$ cat src/rtl/f16lm_pkg.sv
// f16lm_pkg: shared types, constants and the distributed-arithmetic table
// for the 16-tap FIR level meter. Depends on nothing; used by every rtl file but f16lm_chk.
`default_nettype none

package f16lm_pkg;

  localparam int TAP_COUNT  = 16;
  localparam int PAIR_COUNT = TAP_COUNT / 2;
  localparam int SAMPLE_W   = 16;
  localparam int PAIR_W     = SAMPLE_W + 1;       // symmetric pre-add grows one bit
  localparam int COEF_W     = 13;
  localparam int DA_W       = 15;                 // sum of all eight coefficients < 2^15
  localparam int SUM_W      = 32;
  localparam int LEVEL_W    = 4;
  localparam int LAMP_W     = 16;
  localparam int LVL_SHIFT  = 27;                 // level = |sum| / 2^27
  localparam int CNT_W      = 5;                  // counts the PAIR_W bit steps

  localparam logic [LEVEL_W-1:0] LEVEL_MAX = 4'd15;

  // first half of the symmetric coefficient set, newest tap first
  localparam logic [COEF_W-1:0] TAP_COEF [PAIR_COUNT] = '{
    13'd2086, 13'd2676, 13'd3312, 13'd3957,
    13'd4562, 13'd5075, 13'd5449, 13'd5647
  };

  typedef enum logic [1:0] {
    ST_IDLE,
    ST_CALC,
    ST_DONE
  } state_t;

  // sequencer controls for the history / pre-add and accumulator units
  typedef struct packed {
    logic load;    // new sample taken: shift history, load pair registers
    logic step;    // one bit step of the serial product
    logic first;   // step on the sign bit
  } ctl_t;

  // Distributed-arithmetic table: sum of the coefficients whose pair bit is set.
  function automatic logic [DA_W-1:0] da_sum(input logic [PAIR_COUNT-1:0] sel);
    logic [DA_W-1:0] acc;
    acc = '0;
    for (int k = 0; k < PAIR_COUNT; k++) begin
      if (sel[k]) begin
        acc = acc + DA_W'(TAP_COEF[k]);
      end
    end
    return acc;
  endfunction

endpackage

`default_nettype wire

$ cat src/rtl/f16lm_hist.sv
// f16lm_hist: sample history line, symmetric pre-adders and the pair shift
// registers that feed the serial product one bit column per cycle. Uses f16lm_pkg.
`default_nettype none

module f16lm_hist (
  input  wire logic                                   clk,
  input  wire logic                                   rst,
  input  wire f16lm_pkg::ctl_t                        ctl,
  input  wire logic signed [f16lm_pkg::SAMPLE_W-1:0]  sample,
  output logic         [f16lm_pkg::PAIR_COUNT-1:0]    digit
);

  logic signed [f16lm_pkg::SAMPLE_W-1:0] hist [f16lm_pkg::TAP_COUNT];
  logic signed [f16lm_pkg::SAMPLE_W-1:0] taps [f16lm_pkg::TAP_COUNT];
  logic        [f16lm_pkg::PAIR_W-1:0]   pair [f16lm_pkg::PAIR_COUNT];

  // history as it stands once the new sample is in (index = age)
  always_comb begin
    taps[0] = sample;
    for (int i = 1; i < f16lm_pkg::TAP_COUNT; i++) begin
      taps[i] = hist[i-1];
    end
  end

  always_ff @(posedge clk) begin
    if (rst) begin
      for (int i = 0; i < f16lm_pkg::TAP_COUNT; i++) begin
        hist[i] <= '0;
      end
    end else if (ctl.load) begin
      for (int i = 0; i < f16lm_pkg::TAP_COUNT; i++) begin
        hist[i] <= taps[i];
      end
    end
  end

  // pairs shift MSB first
  always_ff @(posedge clk) begin
    for (int k = 0; k < f16lm_pkg::PAIR_COUNT; k++) begin
      if (ctl.load) begin
        pair[k] <= f16lm_pkg::PAIR_W'(
          {taps[k][f16lm_pkg::SAMPLE_W-1], taps[k]} +
          {taps[f16lm_pkg::TAP_COUNT-1-k][f16lm_pkg::SAMPLE_W-1],
           taps[f16lm_pkg::TAP_COUNT-1-k]});
      end else if (ctl.step) begin
        pair[k] <= {pair[k][f16lm_pkg::PAIR_W-2:0], 1'b0};
      end
    end
  end

  always_comb begin
    for (int k = 0; k < f16lm_pkg::PAIR_COUNT; k++) begin
      digit[k] = pair[k][f16lm_pkg::PAIR_W-1];
    end
  end

endmodule

`default_nettype wire

$ cat src/rtl/f16lm_dacc.sv
// f16lm_dacc: table lookup and shift-accumulate of the bit-serial FIR product.
// Uses f16lm_pkg (da_sum table, widths, ctl_t).
`default_nettype none

module f16lm_dacc (
  input  wire logic                               clk,
  input  wire f16lm_pkg::ctl_t                    ctl,
  input  wire logic [f16lm_pkg::PAIR_COUNT-1:0]   digit,
  output logic      [f16lm_pkg::SUM_W-1:0]        acc
);

  logic [f16lm_pkg::DA_W-1:0]  part;
  logic [f16lm_pkg::SUM_W-1:0] part_ext;
  logic [f16lm_pkg::SUM_W-1:0] acc_next;

  always_comb begin
    part     = f16lm_pkg::da_sum(digit);
    part_ext = {{(f16lm_pkg::SUM_W-f16lm_pkg::DA_W){1'b0}}, part};
    // sign column carries negative weight
    if (ctl.first) begin
      acc_next = '0 - part_ext;
    end else begin
      acc_next = {acc[f16lm_pkg::SUM_W-2:0], 1'b0} + part_ext;
    end
  end

  always_ff @(posedge clk) begin
    if (ctl.step) begin
      acc <= acc_next;
    end
  end

endmodule

`default_nettype wire

$ cat src/rtl/f16lm_level.sv
// f16lm_level: output register with magnitude level and lamp decode.
// Uses f16lm_pkg constants.
`default_nettype none

module f16lm_level (
  input  wire logic                              clk,
  input  wire logic                              rst,
  input  wire logic                              load,
  input  wire logic [f16lm_pkg::SUM_W-1:0]       acc,
  input  wire logic                              taken,
  output logic                                   valid,
  output logic      [f16lm_pkg::SUM_W-1:0]       sum,
  output logic      [f16lm_pkg::LEVEL_W-1:0]     level,
  output logic      [f16lm_pkg::LAMP_W-1:0]      lamp
);

  localparam int QW = f16lm_pkg::SUM_W - f16lm_pkg::LVL_SHIFT;

  logic [f16lm_pkg::SUM_W-1:0]   mag;
  logic [QW-1:0]                 quot;
  logic [f16lm_pkg::LEVEL_W-1:0] level_next;

  always_comb begin
    mag  = acc[f16lm_pkg::SUM_W-1] ? ('0 - acc) : acc;
    quot = mag[f16lm_pkg::SUM_W-1:f16lm_pkg::LVL_SHIFT];
    if (quot > QW'(f16lm_pkg::LEVEL_MAX)) begin
      level_next = f16lm_pkg::LEVEL_MAX;
    end else begin
      level_next = quot[f16lm_pkg::LEVEL_W-1:0];
    end
  end

  always_ff @(posedge clk) begin
    if (rst) begin
      valid <= 1'b0;
    end else if (load) begin
      valid <= 1'b1;
    end else if (taken) begin
      valid <= 1'b0;
    end
  end

  always_ff @(posedge clk) begin
    if (load) begin
      sum   <= acc;
      level <= level_next;
      lamp  <= ~(f16lm_pkg::LAMP_W'(1) << level_next);
    end
  end

endmodule

`default_nettype wire

$ cat src/rtl/fir16_level_meter.sv
// fir16_level_meter: top level of the 16-tap symmetric FIR with level meter.
// Instantiates f16lm_hist, f16lm_dacc, f16lm_level; uses f16lm_pkg.
//
// One signed 16-bit sample per input transaction. The last 16 samples (zero
// after reset) are filtered with a fixed symmetric low-pass kernel, newest
// sample on the first coefficient. The product runs as distributed arithmetic:
// the eight symmetric pairs are pre-added into 17-bit words, then shifted out
// MSB first one bit column per cycle into a 256-entry coefficient-sum table
// and a shift accumulator. An item passes through an accept/pre-add step,
// 17 bit steps (one per pre-added bit) and a load of the output register
// before the next ready, so a new sample waits until the last is loaded.
// The output register lets the next sample be accepted while a result
// still waits; the block stalls in its load step only if the
// previous result has not yet been taken. Each result carries the 32-bit sum,
// the level |sum| / 2^27 clamped to 15, and an active-low lamp pattern with
// only the level's bit low.
`default_nettype none

module fir16_level_meter (
  input  wire logic        clk,
  input  wire logic        rst,
  input  wire logic        s_tvalid,
  output logic             s_tready,
  input  wire logic [15:0] s_tdata,   // [15:0] sample
  output logic             m_tvalid,
  input  wire logic        m_tready,
  output logic      [55:0] m_tdata    // [31:0] filtered_sum, [35:32] magnitude_level,
                                      // [51:36] lamp_pattern, [55:52] zero
);

  f16lm_pkg::state_t state, state_next;
  f16lm_pkg::ctl_t   ctl;

  logic [f16lm_pkg::CNT_W-1:0]      cnt;
  logic                             last_step;
  logic                             out_load;
  logic [f16lm_pkg::PAIR_COUNT-1:0] digit;
  logic [f16lm_pkg::SUM_W-1:0]      acc;
  logic [f16lm_pkg::SUM_W-1:0]      sum;
  logic [f16lm_pkg::LEVEL_W-1:0]    level;
  logic [f16lm_pkg::LAMP_W-1:0]     lamp;

  assign last_step = (cnt == f16lm_pkg::CNT_W'(f16lm_pkg::PAIR_W - 1));

  // next state
  always_comb begin
    state_next = state;
    unique case (state)
      f16lm_pkg::ST_IDLE: begin
        if (s_tvalid) begin
          state_next = f16lm_pkg::ST_CALC;
        end
      end
      f16lm_pkg::ST_CALC: begin
        if (last_step) begin
          state_next = f16lm_pkg::ST_DONE;
        end
      end
      f16lm_pkg::ST_DONE: begin
        if (!m_tvalid || m_tready) begin
          state_next = f16lm_pkg::ST_IDLE;
        end
      end
      default: state_next = f16lm_pkg::ST_IDLE;
    endcase
  end

  // outputs of the sequencer; no transaction is taken while in reset
  always_comb begin
    s_tready  = 1'b0;
    ctl       = '0;
    out_load  = 1'b0;
    unique case (state)
      f16lm_pkg::ST_IDLE: begin
        s_tready = !rst;
        ctl.load = s_tvalid && !rst;
      end
      f16lm_pkg::ST_CALC: begin
        ctl.step  = 1'b1;
        ctl.first = (cnt == '0);
      end
      f16lm_pkg::ST_DONE: begin
        out_load = !m_tvalid || m_tready;
      end
      default: begin
        s_tready = 1'b0;
      end
    endcase
  end

  always_ff @(posedge clk) begin
    if (rst) begin
      state <= f16lm_pkg::ST_IDLE;
      cnt   <= '0;
    end else begin
      state <= state_next;
      if (ctl.load) begin
        cnt <= '0;
      end else if (ctl.step) begin
        cnt <= cnt + 1'b1;
      end
    end
  end

  f16lm_hist u_hist (
    .clk    (clk),
    .rst    (rst),
    .ctl    (ctl),
    .sample (s_tdata),
    .digit  (digit)
  );

  f16lm_dacc u_dacc (
    .clk   (clk),
    .ctl   (ctl),
    .digit (digit),
    .acc   (acc)
  );

  f16lm_level u_level (
    .clk   (clk),
    .rst   (rst),
    .load  (out_load),
    .acc   (acc),
    .taken (m_tready),
    .valid (m_tvalid),
    .sum   (sum),
    .level (level),
    .lamp  (lamp)
  );

  assign m_tdata = {4'b0000, lamp, level, sum};

endmodule

`default_nettype wire

$ cat config.mk
export PLATFORM = sky130hd
export DESIGN_NAME = fir16_level_meter
export DESIGN_NICKNAME = d
export VERILOG_FILES = /design/src/rtl/f16lm_pkg.sv /design/src/rtl/f16lm_hist.sv /design/src/rtl/f16lm_dacc.sv /design/src/rtl/f16lm_level.sv /design/src/rtl/fir16_level_meter.sv
export SDC_FILE = /design/constraint.sdc
export NUM_CORES = 1
export LEC_CHECK = 0
export BUFFER_PORTS_ARGS = -buffer_cell sky130_fd_sc_hd__clkbuf_2
export CORE_UTILIZATION = 41
export CTS_BUF_LIST = sky130_fd_sc_hd__clkbuf_4 sky130_fd_sc_hd__clkbuf_8
export DETAILED_ROUTE_END_ITERATION = 10
export PLACE_DENSITY = 0.56
export REMOVE_ABC_BUFFERS = 1
export SYNTH_ARGS = -nofsm -noshare
export SYNTH_HDL_FRONTEND = slang
export SYNTH_SLANG_ARGS = --single-unit
$ cat constraint.sdc
create_clock -name clk -period 13.7 [get_ports clk]
set_clock_uncertainty 0.1 [all_clocks]
set_input_delay 2.74 -clock clk [delete_from_list [all_inputs] [get_ports clk]]
set_output_delay 2.74 -clock clk [all_outputs]
set_load 0.1 [all_outputs]
# ---- Word level (Yosys, flattened, before mapping)
# Memory sizes are Yosys's and may differ from the RTL's.
# Cells that the tools add are included.
dict set report classes {
  n_reduce_logical 9
  bitwise_logic 25
  shifts 1
  magnitude_cmp 1
  eq_ne 6
  mux 54
  add_sub_neg 19
}
# cell count
set ops {}
lappend ops {{2-to-1 mux 16 bit} 16}
lappend ops {{adder 16 x 16 -> 17 bit} 8}
lappend ops {{2-to-1 mux 17 bit} 8}
lappend ops {{2-to-1 mux 15 bit} 7}
lappend ops {{2-to-1 mux 32 bit} 2}
lappend ops {{adder 15 x 13 -> 15 bit (second input constant)} 4}
lappend ops {{adder 32 x 15 -> 32 bit} 1}
lappend ops {{subtractor 1 x 32 -> 32 bit (first input constant)} 1}
lappend ops {{adder 15 x 12 -> 15 bit (second input constant)} 2}
lappend ops {{OR 1 bit} 24}
lappend ops {{inverter 16 bit} 1}
lappend ops {{left shift 1 x 4 -> 16 bit (first input constant)} 1}
lappend ops {{subtractor 1 x 15 -> 16 bit (first input constant)} 1}
lappend ops {{2-to-1 mux 1 bit} 14}
lappend ops {{adder 12 x 12 -> 13 bit (second input constant)} 1}
lappend ops {{2-to-1 mux 12 bit} 1}
lappend ops {{2-to-1 mux 2 bit} 4}
lappend ops {{!= test 2 bit (second input constant)} 3}
lappend ops {{one-hot mux 2 bit (3 select lines)} 1}
lappend ops {{adder 5 x 1 -> 5 bit (second input constant)} 1}
lappend ops {{== test 5 bit (second input constant)} 1}
lappend ops {{greater-than comparator 5 x 4 -> 1 bit (second input constant)} 1}
lappend ops {{logical NOT 5 bit} 1}
lappend ops {{2-to-1 mux 4 bit} 1}
lappend ops {{9 further kinds} 10}
dict set report totals {
  in_bits 20
  register_bits 92
  output_inout_bits 58
  mem_bits_rw 392
  n_memories 2
}
# name depth width rd rd_clocked_by_memory_dff wr line
set mem_list {}
lappend mem_list {u_hist.hist 16 16 15 0 16 f16lm_hist.sv:13} ;# logic signed [f16lm_pkg::SAMPLE_W-1:0] hist [f16lm_pkg::TAP_COUNT];
lappend mem_list {u_hist.pair 8 17 8 0 8 f16lm_hist.sv:15} ;# logic [f16lm_pkg::PAIR_W-1:0] pair [f16lm_pkg::PAIR_COUNT];

# ---- Longest topological paths before layout
# An unclocked memory read counts as a cell.
dict set report logic_depth {
  depth_word 18
  mapped_depth 32
  ltp_nobuf 28
}

# ---- Cells and area by module
# A second synthesis with hierarchy kept.
dict set report unflattened {
  hier_cells 2555
  area_unflattened_um2 27754.1
}
# mod instances seq_area_each_um2 cells_per_inst area_each_um2
set by_module_without_submodules {}
lappend by_module_without_submodules {f16lm_hist 1 11280.8 1716 20134.3}
lappend by_module_without_submodules {f16lm_dacc 1 960.9 609 4894.7}
lappend by_module_without_submodules {f16lm_level 1 1581.5 182 2328.5}
lappend by_module_without_submodules {fir16_level_meter 1 140.1 48 396.6}

# ---- Worst setup path after synthesis
# No wires, ideal clock.
dict set report synth_path {
  path_type {input -> register}
  startpoint {input s_tvalid}
  endpoint {memory u_hist.hist[0][0] (netlist bit) (enable)}
  t_arrival_ps 8420
  path_slack_ps 4565
  path_buffers 2
  setup_ps 615
  stages 4
  path_cell_list {clkbuf_1 clkbuf_1 nand2_1 nand2_1}
}
# element line
set synth_rtl {}
lappend synth_rtl {{start, declared} fir16_level_meter.sv:22} ;# input wire logic s_tvalid,
lappend synth_rtl {{end, declared} f16lm_hist.sv:13}

# ---- Final worst setup path
dict set report layout_path {
  startpoint {input rst}
  endpoint {output s_tready}
}
dict set report layout_between {
  elab_chain_cells 2
}
# element line
set layout_lines {}
lappend layout_lines {{start, declared} fir16_level_meter.sv:21} ;# input wire logic rst,
lappend layout_lines {{logical NOT 1 bit} fir16_level_meter.sv:75} ;# s_tready = !rst;
lappend layout_lines {{2-to-1 mux 1 bit} fir16_level_meter.sv:73} ;# unique case (state)
lappend layout_lines {{end, declared} fir16_level_meter.sv:23} ;# output logic s_tready,
# No other way between the ends.

==> impl_metrics.env <==
export IMPL_status="completed"
export IMPL_synthDistinctLibCells=92
export IMPL_die_h_um=255
export IMPL_area_growth_pct=11.2
export IMPL_grt_total_usage_pct=17.2
export IMPL_holdPathEnd="u_hist.pair[1][0]"
export IMPL_cts_made_buffers=86
export IMPL_met3WireLength_um=1940
export IMPL_antenna_left=0
export IMPL_power_frac_clock_pct=20.3
export IMPL_top_layer_used="met4"
export IMPL_drive_above_1_share_pct=11.2
export IMPL_dp_cells=3201
export IMPL_reg2reg_depth=25
export IMPL_ir_worst_vdd_mv=0.288
export IMPL_antenna_found_initial=0
export IMPL_r2r_slack_ps=6090
export IMPL_holdWs_ps=357
export IMPL_max_cap_violations=0
export IMPL_synthMuxAreaShare_pct=1.10
export IMPL_seq_area_um2=14000
export IMPL_wl_met1_um=25500
export IMPL_min_period_ps=7730
export IMPL_synth_ff_type="edfxtp_1"
export IMPL_nFillCells=5913
export IMPL_cts_root_buffer="clkbuf_8"
export IMPL_startpoint_type="input port"
export IMPL_grt_pass1_vias=17800
export IMPL_wire_per_inst_um=16.4
export IMPL_dr_pass1_iters=5
export IMPL_required_ps=10860
export IMPL_path_max_fanout=139
export IMPL_synth_adder_area_share_pct=8.19
export IMPL_route_detailed_drc=0
export IMPL_post_dp_cell_area_um2=27400
export IMPL_io_buffers=73
export IMPL_routed_wl_met2_um=26400
export IMPL_synth_top_area_share_pct=52.4
export IMPL_clk_pin_slew_ps=60
export IMPL_crit_arrival_ps=4890
export IMPL_rsz0062_at_grt="no"
export IMPL_synth_top_family_by_area="simple AND/OR/NAND/NOR gates"
export IMPL_fin_area_um2=29200
export IMPL_combPwrFrac_pct=48.7
export IMPL_drt_vias_per_instance=5.29
export IMPL_synth_edf_count=459
export IMPL_syn_area_per_cell_um2=11.1
export IMPL_synth_most_common_cell="edfxtp_1"
export IMPL_routed_wl_um=55300
export IMPL_hold_viol=0
export IMPL_vias=17800
export IMPL_std_cell_rows=92
export IMPL_switching_share_pct=39.6
export IMPL_whs_path_depth=2
export IMPL_async_flop_share_pct=0
export IMPL_cp_end_kind="primary output"
export IMPL_synthXorXnorAreaFrac_pct=5.57
export IMPL_cts_setup_buffers=0
export IMPL_tightest_slew_ps=1200
export IMPL_power_density_nw_per_um2=235
export IMPL_core_area_um2=63200
export IMPL_n_antenna_cell=0
export IMPL_hpwl_um=34700
export IMPL_min_from="u_hist.pair[1][0]"
export IMPL_r2r_start="u_hist.pair[0][16]"
export IMPL_crit_type="input port to primary output"
export IMPL_ys_ff_latch=468
export IMPL_fmax_ghz=0.129
export IMPL_layoutNonFillerInstCount=3360
export IMPL_start_util_pct=41.6
export IMPL_p_seq_share_pct=31.0
export IMPL_rr_endpoint="u_dacc.acc[29]"
export IMPL_worstHoldPathType="register to register"
export IMPL_dr_first_iter_drc_count=920
export IMPL_cts_sinks=468
export IMPL_synthTopCellsByCount="edfxtp_1, nor2_1, a21oi_1, and3_1, ha_1"
export IMPL_die_w_um=255
export IMPL_yosysTopAreaCell="edfxtp_1"
export IMPL_final_setup_viol_count=0
export IMPL_internal_power_mw=4.14
export IMPL_ctsHoldBuffers=0
export IMPL_cts_tree="done"
export IMPL_dieArea_um2=65100
export IMPL_gr_total_overflow=0
export IMPL_grt_first_pass_wirelength_um=91000
export IMPL_io_pins=78
export IMPL_post_cts_resized=0
export IMPL_setup_tns_ps=0
export IMPL_fin_util_pct=46.3
export IMPL_clkLatencyLatePin_ps=690
export IMPL_syn_inst=2376
export IMPL_ys_warn_count=0
export IMPL_nNetsFinal=2629
export IMPL_cts_path_max_buffers=3
export IMPL_gp_congestion=0.800
export IMPL_synth_top_cells_by_area="edfxtp_1, ha_1, xnor2_1"
export IMPL_ctsHtreeMaxLevel=3
export IMPL_post_route_period_util_pct=56.4
export IMPL_synth_compound_area_share_pct=12.6
export IMPL_synth_simple_area_share_pct=15.7
export IMPL_switchingPower_mw=2.72
export IMPL_leakage_nw=11.8
export IMPL_grt_max_degree=140
export IMPL_multi_input_area_um2=11400
export IMPL_syn_area_um2=26300
export IMPL_timing_final_max_slew_violations=0
export IMPL_ys_seq_area_share_pct=53.1
export IMPL_crit_start="rst"
export IMPL_slew_headroom_pct=20.1
-- how the worst max path moves through the flow --
stage	endpoint	slack (ps)	depth (start not counted)
detailed placement	s_tready	5970	4
finish	s_tready	5970	4
floorplan	u_hist.pair[0][0]	-2520	3
CTS	s_tready	5970	4
global route	u_dacc.acc[22]	5340	25
global placement	s_tready	6040	4
-- routing by layer --
layer | vias up | global-route usage [%]
li1 | 8857 | -
met1 | 8544 | 22.4
met2 | 276 | 28.8
met3 | 98 | 3.23
met4 | 0 | 5.59
met5 | - | 0
-- layout by cell type, fill, tap and decap left out, drive strengths merged, types with 103 or more instances in the layout --
cell type and n:
edfxtp 459, clkbuf 194, nor2 183, a21oi 158
and3 158, ha 156, nand2 151, inv 137
o21ai 136, xnor2 117, nor2b 103
-- state kept, by name, indices dropped and copies added, names as in the netlist --
name           cells
u_dacc.acc        32
u_hist.hist      240
u_hist.pair      136
u_level.level      4
u_level.valid      1
u_level.sum       32
cnt                5
state              2
u_level.lamp      16
-- worst max-delay path: stages --
cell and delay (ps):
buf_4 250, nor3_2 730, buf_12 510, clkbuf_2 560
-- cell type report --
| cell class | instances | share of cell area [%] |
|---|---|---|
| inverters | 136 | 1.76 |
| flip-flops and latches | 468 | 47.8 |
| clock inverters | 36 | 1.05 |
| repair buffers | 86 | 1.64 |
| well taps | 846 | 3.62 |
| clock buffers | 123 | 5.11 |
| multi-input cells | 1665 | 39.0 |
-- logic make-up after synthesis --
kind of cell               after synthesis
and+or+nand+nor                        778
xor gates and xnor gates               164
DFF                                    468
muxes                                   28
AOI/OAI and AO/OA                      525
buffers and inverters                  246
adders and majority gates              166
other                                    1
-- power by group through the flow --
stage | Sequential, mW | Combinational, mW | Clock [mW]
after detailed placement | 2.16 | 3.34 | 0
final | 2.13 | 3.34 | 1.39
after CTS | 2.13 | 3.36 | 1.44
after global routing | 2.16 | 3.76 | 1.50
after global placement | 2.16 | 3.28 | 0
after floorplan | 2.18 | 2.68 | 0
-- through the flow --
step / setup WS [ps] / total power, mW
after detailed placement: 5970 / 5.50
final: 5970 / 6.86
after CTS: 5970 / 6.94
after floorplan: -2520 / 4.86
after global routing: 5340 / 7.41
after global placement: 6040 / 5.43
No activity file was read; power rests on OpenSTA's default activity.
